### config.mk
export PLATFORM = sky130hd
export DESIGN_NAME = bcd_checksum_frame_engine
export DESIGN_NICKNAME = d
export VERILOG_FILES = /design/src/rtl/bcfe_pkg.sv /design/src/rtl/bcd_checksum_frame_engine.sv
export SDC_FILE = /design/constraint.sdc
export NUM_CORES = 1
export LEC_CHECK = 0
export ABC_AREA = 1
export ABC_CLOCK_PERIOD_IN_PS = 6900
export BUFFER_PORTS_ARGS = -buffer_cell sky130_fd_sc_hd__buf_2
export CAP_MARGIN = 20
export CORE_ASPECT_RATIO = 0.7
export CORE_MARGIN = 3
export CORE_UTILIZATION = 57
export DETAILED_ROUTE_END_ITERATION = 8
export PLACE_DENSITY = 0.82
export SYNTH_ARGS = -nofsm -noshare
export SYNTH_HDL_FRONTEND = slang
export SYNTH_SLANG_ARGS = --single-unit
### constraint.sdc
create_clock -name clk_i -period 6.9 [get_ports clk_i]
set_input_delay 1.725 -clock clk_i [delete_from_list [all_inputs] [get_ports clk_i]]
set_output_delay 1.725 -clock clk_i [all_outputs]
set_load 0.01 [all_outputs]
### src/rtl/bcfe_pkg.sv
package bcfe_pkg;

  localparam int unsigned ByteW   = 8;
  localparam int unsigned StationW = 7;
  localparam int unsigned StatusW = 3;
  localparam int unsigned CfgIdxW = 2;
  localparam int unsigned InDataW = 16;
  localparam int unsigned OutDataW = 24;
  localparam int unsigned TxRunLen = 6;
  localparam int unsigned TxIdxW = 3;

  localparam logic [StationW-1:0] StationMax = 7'd99;
  localparam logic [ByteW-1:0] LenByte = 8'h04;
  localparam logic [ByteW-1:0] ShortMax = 8'd3;
  localparam logic [TxIdxW-1:0] TxLastIdx = 3'(TxRunLen - 1);

  // Output tdata layout, from the lowest bit up.
  localparam int unsigned OutTxLsb = 0;
  localparam int unsigned OutStatusLsb = 8;
  localparam int unsigned OutLenLsb = 11;

  typedef enum logic [StatusW-1:0] {
    STS_OK        = 3'd0,
    STS_STATION   = 3'd1,
    STS_LENGTH    = 3'd2,
    STS_CHECKSUM  = 3'd3,
    STS_TOO_SHORT = 3'd4,
    STS_BAD_REQ   = 3'd5
  } status_e;

  typedef enum logic [CfgIdxW-1:0] {
    CFG_START_CHAR = 2'd0,
    CFG_END_CHAR   = 2'd1,
    CFG_CMD_ONE    = 2'd2,
    CFG_CMD_TWO    = 2'd3
  } cfg_idx_e;

  // Decimal value of a byte read as two BCD digits; up to 165.
  function automatic logic [7:0] bcd_dec(input logic [7:0] b);
    logic [7:0] hi;
    hi = {4'b0, b[7:4]};
    return (hi << 3) + (hi << 1) + {4'b0, b[3:0]};
  endfunction

  // Remainder by 100 for values below 400.
  function automatic logic [6:0] mod100(input logic [8:0] v);
    logic [8:0] r;
    r = v;
    if (r >= 9'd300) begin
      r = r - 9'd300;
    end else if (r >= 9'd200) begin
      r = r - 9'd200;
    end else if (r >= 9'd100) begin
      r = r - 9'd100;
    end
    return r[6:0];
  endfunction

  // Two BCD digits of a value below 100.
  function automatic logic [7:0] bin_to_bcd(input logic [6:0] v);
    logic [14:0] p;
    logic [3:0] tens;
    logic [6:0] ones;
    p = {8'b0, v} * 15'd205;
    tens = p[14:11];
    ones = v - 7'(tens * 4'd10);
    return {tens, ones[3:0]};
  endfunction

  function automatic logic [7:0] bcd_add(input logic [7:0] a, input logic [7:0] b);
    return bin_to_bcd(mod100({1'b0, bcd_dec(a)} + {1'b0, bcd_dec(b)}));
  endfunction

endpackage

### src/rtl/bcd_checksum_frame_engine.sv
// Each accepted item waits in the input register; its result enters the output register once that is free.
// Throughput: one item per cycle while no result waits on a busy output register; a read
// request holds that register for all six transmit bytes, while bytes that end no frame keep flowing in.
// Reset: asynchronous, active low; control registers take their reset values, the receiver
// hunts for the start character and both stages are empty. No clearing pass is needed.
module bcd_checksum_frame_engine
  import bcfe_pkg::*;
(
  input  logic                clk_i,
  input  logic                rst_ni,
  input  logic                cfg_we_i,
  input  logic [CfgIdxW-1:0]  cfg_addr_i,
  input  logic [ByteW-1:0]    cfg_wdata_i,
  input  logic                s_axis_tvalid,
  output logic                s_axis_tready,
  input  logic [InDataW-1:0]  s_axis_tdata,  // rx_byte[7:0], station[14:8], group[15]
  input  logic                s_axis_tuser,  // func
  output logic                m_axis_tvalid,
  input  logic                m_axis_tready,
  output logic [OutDataW-1:0] m_axis_tdata,  // tx_byte[7:0], status[10:8], frame_length[18:11]
  output logic                m_axis_tuser,  // kind
  output logic                m_axis_tlast   // last
);

  logic [ByteW-1:0] start_char_q, end_char_q, cmd_one_q, cmd_two_q;

  logic                in_valid_q;
  logic                in_func_q;
  logic [ByteW-1:0]    in_rx_q;
  logic [StationW-1:0] in_station_q;
  logic                in_group_q;

  logic                collecting_q, collecting_d;
  logic [StationW-1:0] exp_station_q, exp_station_d;
  logic [ByteW-1:0]    count_q, count_d;
  logic [ByteW-1:0]    first_q, first_d;
  logic [ByteW-1:0]    second_q, second_d;
  logic [ByteW-1:0]    held_q, held_d;
  logic [ByteW-1:0]    sum_q, sum_d;

  logic                out_valid_q, out_valid_d;
  logic                out_kind_q, out_kind_d;
  logic [TxIdxW-1:0]   out_idx_q, out_idx_d;
  status_e             out_status_q, out_status_d;
  logic [ByteW-1:0]    out_len_q, out_len_d;
  logic [ByteW-1:0]    tx_q [TxRunLen];
  logic [ByteW-1:0]    tx_d [TxRunLen];

  logic    accept, consume, out_take, out_free, produces;
  logic    is_end, is_req_ok;
  status_e verdict;
  logic [ByteW-1:0] cmd_byte, station_bcd, req_sum;

  assign accept   = s_axis_tvalid & s_axis_tready;
  assign out_take = out_valid_q & m_axis_tready;
  assign out_free = ~out_valid_q | (out_take & (out_kind_q | (out_idx_q == TxLastIdx)));
  assign is_end   = ~in_func_q & collecting_q & (in_rx_q == end_char_q);
  assign produces = in_func_q | is_end;
  assign consume  = in_valid_q & (~produces | out_free);
  assign s_axis_tready = ~in_valid_q | consume;

  assign is_req_ok   = in_station_q <= StationMax;
  assign cmd_byte    = in_group_q ? cmd_two_q : cmd_one_q;
  assign station_bcd = bin_to_bcd(in_station_q);
  assign req_sum     = bin_to_bcd(mod100({2'b0, in_station_q} + {1'b0, LenByte} +
                                         {1'b0, bcd_dec(cmd_byte)}));

  always_comb begin
    if (count_q <= ShortMax) begin
      verdict = STS_TOO_SHORT;
    end else if (bcd_dec(first_q) != {1'b0, exp_station_q}) begin
      verdict = STS_STATION;
    end else if (bcd_dec(second_q) != count_q) begin
      verdict = STS_LENGTH;
    end else if (sum_q != held_q) begin
      verdict = STS_CHECKSUM;
    end else begin
      verdict = STS_OK;
    end
  end

  always_comb begin
    collecting_d  = collecting_q;
    exp_station_d = exp_station_q;
    count_d       = count_q;
    first_d       = first_q;
    second_d      = second_q;
    held_d        = held_q;
    sum_d         = sum_q;
    if (consume) begin
      if (in_func_q) begin
        if (is_req_ok) begin
          exp_station_d = in_station_q;
          collecting_d  = 1'b0;
          count_d       = '0;
          first_d       = '0;
          second_d      = '0;
          held_d        = '0;
          sum_d         = '0;
        end
      end else if (!collecting_q) begin
        if (in_rx_q == start_char_q) begin
          collecting_d = 1'b1;
          count_d      = '0;
          first_d      = '0;
          second_d     = '0;
          held_d       = '0;
          sum_d        = '0;
        end
      end else if (is_end) begin
        collecting_d = 1'b0;
        count_d      = '0;
        first_d      = '0;
        second_d     = '0;
        held_d       = '0;
        sum_d        = '0;
      end else begin
        if (count_q == 8'd0) begin
          first_d = in_rx_q;
        end else if (count_q == 8'd1) begin
          second_d = in_rx_q;
        end
        if (count_q != 8'd0) begin
          sum_d = bcd_add(sum_q, held_q);
        end
        held_d = in_rx_q;
        if (count_q != 8'hff) begin
          count_d = count_q + 8'd1;
        end
      end
    end
  end

  always_comb begin
    out_valid_d  = out_valid_q;
    out_kind_d   = out_kind_q;
    out_idx_d    = out_idx_q;
    out_status_d = out_status_q;
    out_len_d    = out_len_q;
    tx_d         = tx_q;
    if (out_take) begin
      out_idx_d = out_idx_q + 3'd1;
      for (int i = 0; i < TxRunLen - 1; i++) begin
        tx_d[i] = tx_q[i+1];
      end
      if (out_free) begin
        out_valid_d = 1'b0;
      end
    end
    if (consume && produces) begin
      out_valid_d = 1'b1;
      out_idx_d   = '0;
      if (in_func_q && is_req_ok) begin
        out_kind_d   = 1'b0;
        out_status_d = STS_OK;
        out_len_d    = '0;
        tx_d[0]      = start_char_q;
        tx_d[1]      = station_bcd;
        tx_d[2]      = LenByte;
        tx_d[3]      = cmd_byte;
        tx_d[4]      = req_sum;
        tx_d[5]      = end_char_q;
      end else begin
        out_kind_d   = 1'b1;
        out_status_d = in_func_q ? STS_BAD_REQ : verdict;
        out_len_d    = in_func_q ? '0 : count_q;
        for (int i = 0; i < TxRunLen; i++) begin
          tx_d[i] = '0;
        end
      end
    end
  end

  always_ff @(posedge clk_i or negedge rst_ni) begin
    if (!rst_ni) begin
      start_char_q  <= 8'd2;
      end_char_q    <= 8'd3;
      cmd_one_q     <= '0;
      cmd_two_q     <= '0;
      in_valid_q    <= 1'b0;
      collecting_q  <= 1'b0;
      exp_station_q <= '0;
      count_q       <= '0;
      first_q       <= '0;
      second_q      <= '0;
      held_q        <= '0;
      sum_q         <= '0;
      out_valid_q   <= 1'b0;
      out_kind_q    <= 1'b0;
      out_idx_q     <= '0;
    end else begin
      if (cfg_we_i) begin
        case (cfg_addr_i)
          CFG_START_CHAR: start_char_q <= cfg_wdata_i;
          CFG_END_CHAR:   end_char_q   <= cfg_wdata_i;
          CFG_CMD_ONE:    cmd_one_q    <= cfg_wdata_i;
          CFG_CMD_TWO:    cmd_two_q    <= cfg_wdata_i;
          default: begin
          end
        endcase
      end
      if (s_axis_tready) begin
        in_valid_q <= s_axis_tvalid;
      end
      collecting_q  <= collecting_d;
      exp_station_q <= exp_station_d;
      count_q       <= count_d;
      first_q       <= first_d;
      second_q      <= second_d;
      held_q        <= held_d;
      sum_q         <= sum_d;
      out_valid_q   <= out_valid_d;
      out_kind_q    <= out_kind_d;
      out_idx_q     <= out_idx_d;
    end
  end

  always_ff @(posedge clk_i) begin
    if (accept) begin
      in_func_q    <= s_axis_tuser;
      in_rx_q      <= s_axis_tdata[7:0];
      in_station_q <= s_axis_tdata[14:8];
      in_group_q   <= s_axis_tdata[15];
    end
    out_status_q <= out_status_d;
    out_len_q    <= out_len_d;
    tx_q         <= tx_d;
  end

  assign m_axis_tvalid = out_valid_q;
  assign m_axis_tuser  = out_kind_q;
  assign m_axis_tlast  = ~out_kind_q & (out_idx_q == TxLastIdx);
  assign m_axis_tdata  = {5'b0, out_len_q, out_status_q, tx_q[0]};

endmodule

==> flow_summary.html <==
<table>
<tr><th>Metric</th><th>Value</th></tr>
<tr><th colspan="2">Floorplan</th></tr>
<tr><td>Die Width</td><td>~180 um</td></tr>
<tr><td>Initial core utilization</td><td>58.61%</td></tr>
<tr><td>Die height</td><td>around 130 um</td></tr>
<tr><td>CORE AREA</td><td>between 20000 and 25000 um2</td></tr>
<tr><td>Number of placement rows</td><td>44</td></tr>
<tr><td>I/O pin cnt</td><td>60</td></tr>
<tr><td>Floorplan die area</td><td>23390 um2</td></tr>
<tr><th colspan="2">STA</th></tr>
<tr><td>PnR worst setup slack</td><td>-833.8 ps</td></tr>
<tr><td>Maximum frequency from static timing analysis</td><td>~0.13 GHz</td></tr>
<tr><td>Minimum period implied by the final worst setup slack</td><td>a little under 8000 ps</td></tr>
<tr><td>Worst slew slack as a fraction of its limit</td><td>around 28%</td></tr>
<tr><td>Endpoints failing setup</td><td>13</td></tr>
<tr><td>Setup TNS</td><td>-5751 ps</td></tr>
<tr><td>Count of final hold-check violations</td><td>0</td></tr>
<tr><td>Fraction of the cycle the final worst path needs</td><td>112.1%</td></tr>
<tr><td>RSZ-0062 raised after global routing</td><td>yes</td></tr>
<tr><td>Slew of the pin with the lowest slew margin</td><td>about 1100 ps</td></tr>
<tr><td>Layout Skew</td><td>about 10 ps</td></tr>
<tr><td>Slew Limit Fails</td><td>0</td></tr>
<tr><th colspan="2">Yosys</th></tr>
<tr><td>Synth area leader</td><td>edfxtp_1</td></tr>
<tr><td>Cell area after technology mapping</td><td>~12000 um2</td></tr>
<tr><td>Async SR Flop Fraction</td><td>between 50% and 60%</td></tr>
<tr><td>Count of distinct cell types in the synthesized netlist</td><td>between 50 and 60</td></tr>
<tr><td>Cell count after synthesis</td><td>~1300</td></tr>
<tr><td>Yosys warnings</td><td>0</td></tr>
<tr><td>Most area-consuming cells after synthesis</td><td>edfxtp_1 (19%), ha_1 (17%), dfrtp_1 (17%), fa_1 (8.1%), nand2_1 (7.5%)</td></tr>
<tr><td>Fraction of synthesized cell area taken by the top area cell type</td><td>between 10% and 20%</td></tr>
<tr><td>EDFF count, synth</td><td>76</td></tr>
<tr><td>Synth Register Bits</td><td>between 150 and 200</td></tr>
<tr><td>Mean area per synthesized cell</td><td>roughly 9 um2</td></tr>
<tr><td>Sequential area share after synthesis</td><td>a little over a third</td></tr>
<tr><td>Top_reg_cell synth</td><td>dfrtp_1</td></tr>
<tr><th colspan="2">Critical path</th></tr>
<tr><td>Worst Path Class, Setup</td><td>reg -&gt; reg</td></tr>
<tr><td>Buf+Inv Stages, Crit Path</td><td>8</td></tr>
<tr><td>Biggest fanout along the worst timing path</td><td>5</td></tr>
<tr><td>Cell with the biggest individual delay on the critical path</td><td>fa_2</td></tr>
<tr><td>Critical Path RT</td><td>between 7000 and 8000 ps</td></tr>
<tr><td>Startpoint type of the worst setup path</td><td>flip-flop</td></tr>
<tr><td>Reg-to-Reg Start</td><td>held_q[7]</td></tr>
<tr><td>Cell family contributing the most delay on the critical path</td><td>adder cells</td></tr>
<tr><td>Count of cells along the worst register-to-register path</td><td>38</td></tr>
<tr><td>Critical path endpoint category</td><td>flip-flop</td></tr>
<tr><td>Crit path largest cell delay</td><td>around 640 ps</td></tr>
<tr><td>Arrival time reported for the critical path endpoint</td><td>between 8000 and 9000 ps</td></tr>
<tr><td>Worst R2R End</td><td>sum_q[3]</td></tr>
<tr><td>Slack of the worst reg-to-reg path</td><td>-830 ps</td></tr>
<tr><th colspan="2">Layout</th></tr>
<tr><td>Number of antenna repair diodes</td><td>0</td></tr>
<tr><td>Post-route insts no fill</td><td>~1900</td></tr>
<tr><td>Commonest non-fill, non-tap cell in the layout</td><td>nand2_1</td></tr>
<tr><td>Layout cells sized above 1</td><td>between 30% and 40%</td></tr>
<tr><td>Nets</td><td>1840</td></tr>
<tr><td>Layout area overhead</td><td>30.44%</td></tr>
<tr><td>Filler Cell Count</td><td>between 1000 and 1500</td></tr>
<tr><td>Final instance area</td><td>around 16000 um2</td></tr>
<tr><td>Commonest cells after routing, fill and taps aside</td><td>nand2_1 (215), inv_1 (201), buf_4 (178)</td></tr>
<tr><th colspan="2">Worst hold path</th></tr>
<tr><td>Hold Crit Class</td><td>reg -&gt; reg</td></tr>
<tr><td>Hold Path Origin</td><td>cmd_two_q[7]</td></tr>
<tr><td>Destination of the worst hold path</td><td>cmd_two_q[7]</td></tr>
<tr><td>Depth of the worst hold-timing path</td><td>2</td></tr>
<tr><th colspan="2">Placed design</th></tr>
<tr><td>Hpwl dp</td><td>22760 um</td></tr>
<tr><td>Inst Count DP</td><td>about 1800</td></tr>
<tr><td>Routability Congestion</td><td>roughly 0.89</td></tr>
<tr><td>Placement Cell Area</td><td>13920 um2</td></tr>
<tr><td>Count of input and output buffers</td><td>54</td></tr>
<tr><th colspan="2">GRT</th></tr>
<tr><td>Number of global-route vias before repair</td><td>10830</td></tr>
<tr><td>Top Usage Layer GRT</td><td>met2</td></tr>
<tr><td>Global-route wire length before repair</td><td>54170 um</td></tr>
<tr><td>Met3 Track Usage GR</td><td>under 10%</td></tr>
<tr><td>Antenna violations before repair</td><td>0</td></tr>
<tr><td>Total track usage</td><td>28.87%</td></tr>
<tr><td>Global routing met2 resource utilization</td><td>between 40% and 50%</td></tr>
<tr><td>Global-route track usage on met1</td><td>~38%</td></tr>
<tr><td>Overall overflow remaining after global route</td><td>0</td></tr>
<tr><td>Pin count of the biggest net entering global routing</td><td>69</td></tr>
<tr><th colspan="2">Routing</th></tr>
<tr><td>DRC viols</td><td>0</td></tr>
<tr><td>Detail-routed via count per cell</td><td>~5.8</td></tr>
<tr><td>Count of TritonRoute iterations in the first routing pass</td><td>7</td></tr>
<tr><td>Routed via count</td><td>approximately 11000</td></tr>
<tr><td>Aggregate routed wire length</td><td>~37000 um</td></tr>
<tr><td>DR WL/cell</td><td>about 20 um</td></tr>
<tr><td>Violation count after the first detailed-routing iteration</td><td>1333</td></tr>
<tr><td>Antenna viol nets, final</td><td>0</td></tr>
<tr><th colspan="2">CTS</th></tr>
<tr><td>Clock tree root driver cell</td><td>clkbuf_16</td></tr>
<tr><td>Clock Sinks</td><td>~160</td></tr>
<tr><td>Number of buffers created by CTS</td><td>17</td></tr>
<tr><td>Insertion delay of the later-clocked pin in the worst-skew pair</td><td>around 430 ps</td></tr>
<tr><td>Number of levels in the clock H-tree</td><td>4</td></tr>
<tr><td>Clock slew seen by the registers of the worst setup and hold paths</td><td>approximately 70 ps</td></tr>
<tr><td>Hold buffer count at cts</td><td>0</td></tr>
<tr><td>TritonCTS clock tree</td><td>done</td></tr>
<tr><td>Maximum number of buffers from clock root to sink</td><td>2</td></tr>
<tr><th colspan="2">Outcome</th></tr>
<tr><td>Status</td><td>complete, but fails checks</td></tr>
<tr><td>Violated checks</td><td>setup timing</td></tr>
<tr><th colspan="2">Job</th></tr>
<tr><td>Max-cap violations</td><td>0</td></tr>
</table>
flip-flops by register name, summed over array words and instances, names as in the netlist:
register       flops
in_valid_q         1
out_idx_q          3
in_station_q       7
m_axis_tuser       1
second_q           8
in_func_q          1
first_q            8
m_axis_tvalid      1
cmd_one_q          8
held_q             8
end_char_q         8
out_len_q          8
out_status_q       3
exp_station_q      7
tx_q              40
in_group_q         1
cmd_two_q          8
start_char_q       8
sum_q              8
collecting_q       1
in_rx_q            8
count_q            8
m_axis_tdata       8
logic make-up (layout without fill, tap and decap cells):
| kind of cell | count (synthesis) | count (layout) | share of synthesized area (%) |
|---|---|---|---|
| DFF | 162 | 162 | 36.10 |
| other | 1 | 5 | 0.03051 |
| muxes | 17 | 17 | 1.537 |
| adders and majority gates | 221 | 221 | 25.55 |
| AOI/OAI and AO/OA | 174 | 174 | 7.990 |
| buffers and inverters | 270 | 520 | 8.733 |
| xor gates and xnor gates | 56 | 56 | 3.990 |
| and+or+nand+nor | 445 | 445 | 16.07 |
worst max path at each step:
stage,slack (ps),start,cells after the start,end
after floorplan,-250,in_group_q,38,tx_q[11]
after global placement,-690,held_q[5],37,sum_q[3]
after detailed placement,-850,held_q[3],42,sum_q[3]
after CTS,-600,in_group_q,40,tx_q[11]
after global routing,-1160,held_q[7],42,sum_q[3]
final,-830,held_q[7],38,sum_q[3]
per-stage QoR:
stage / hold WS [ps] / setup WS [ps] / util [%]
4_1_cts: 492.4 / -597.3 / 73.40
5_1_grt: 513.3 / -1157 / 76.45
3_5_place_dp: 470.5 / -853.8 / 66.36
2_1_floorplan: 447.8 / -253.7 / -
6_report: 495.2 / -833.8 / 76.45
3_3_place_gp: 467.1 / -687.8 / 66.36
cell usage after synthesis, types with 3 or more instances:
cell type and n:
nand2_1 246, inv_1 234, ha_1 171, o21ai_0 95, dfrtp_1 83, edfxtp_1 76, nor2_1 68, nand3_1 61
fa_1 50, a21oi_1 36, xor2_1 33, xnor2_1 23, mux2_2 15, buf_4 14, nand2_2 12, nand4_1 10
a22o_1 9, clkbuf_1 9, nor3_1 9, nor4_1 9, o21ai_1 7, buf_2 6, nor2_2 6, nor3b_1 5
or2_2 5, a21o_1 4, a31oi_1 4, inv_2 4, nand2_4 4, o22ai_1 4, dfstp_2 3, nand3b_1 3
o211ai_1 3
final cells by class:
type	count	area, um2	area share, %
multi-input combinational	918	7941	49.52
clock buffer	19	432.9	2.700
clock inverter	13	158.9	0.9909
sequential	162	4438	27.68
tap	276	345.3	2.154
timing repair buffer	249	1807	11.27
inverter	239	912.1	5.688
layer usage:
metal,vias up,part of all wire [%]
met5,-,0
met1,5250,38
li1,4860,-
met2,617,49
met3,163,8.6
met4,0,4.1
tightest hold or removal path, delay by kind of cell, from the launching register on:
kind             cells  cell delay (ps)
AO/OA/AOI/OAI        1               60
AND/OR/NAND/NOR      1               50
flip-flops           1              340
what timing repair did:
| action | in CTS | in global routing |
|---|---|---|
| gates resized for setup | 123 | 107 |
| setup endpoints to repair | 14 | 14 |
| buffers inserted | 36 | 22 |
| gates cloned | 1 | 0 |
| pin swaps | 90 | 83 |
Power is left out: the tool's default activity adds up to more than one toggle a clock period on the data nets, which glitch-free logic cannot reach.
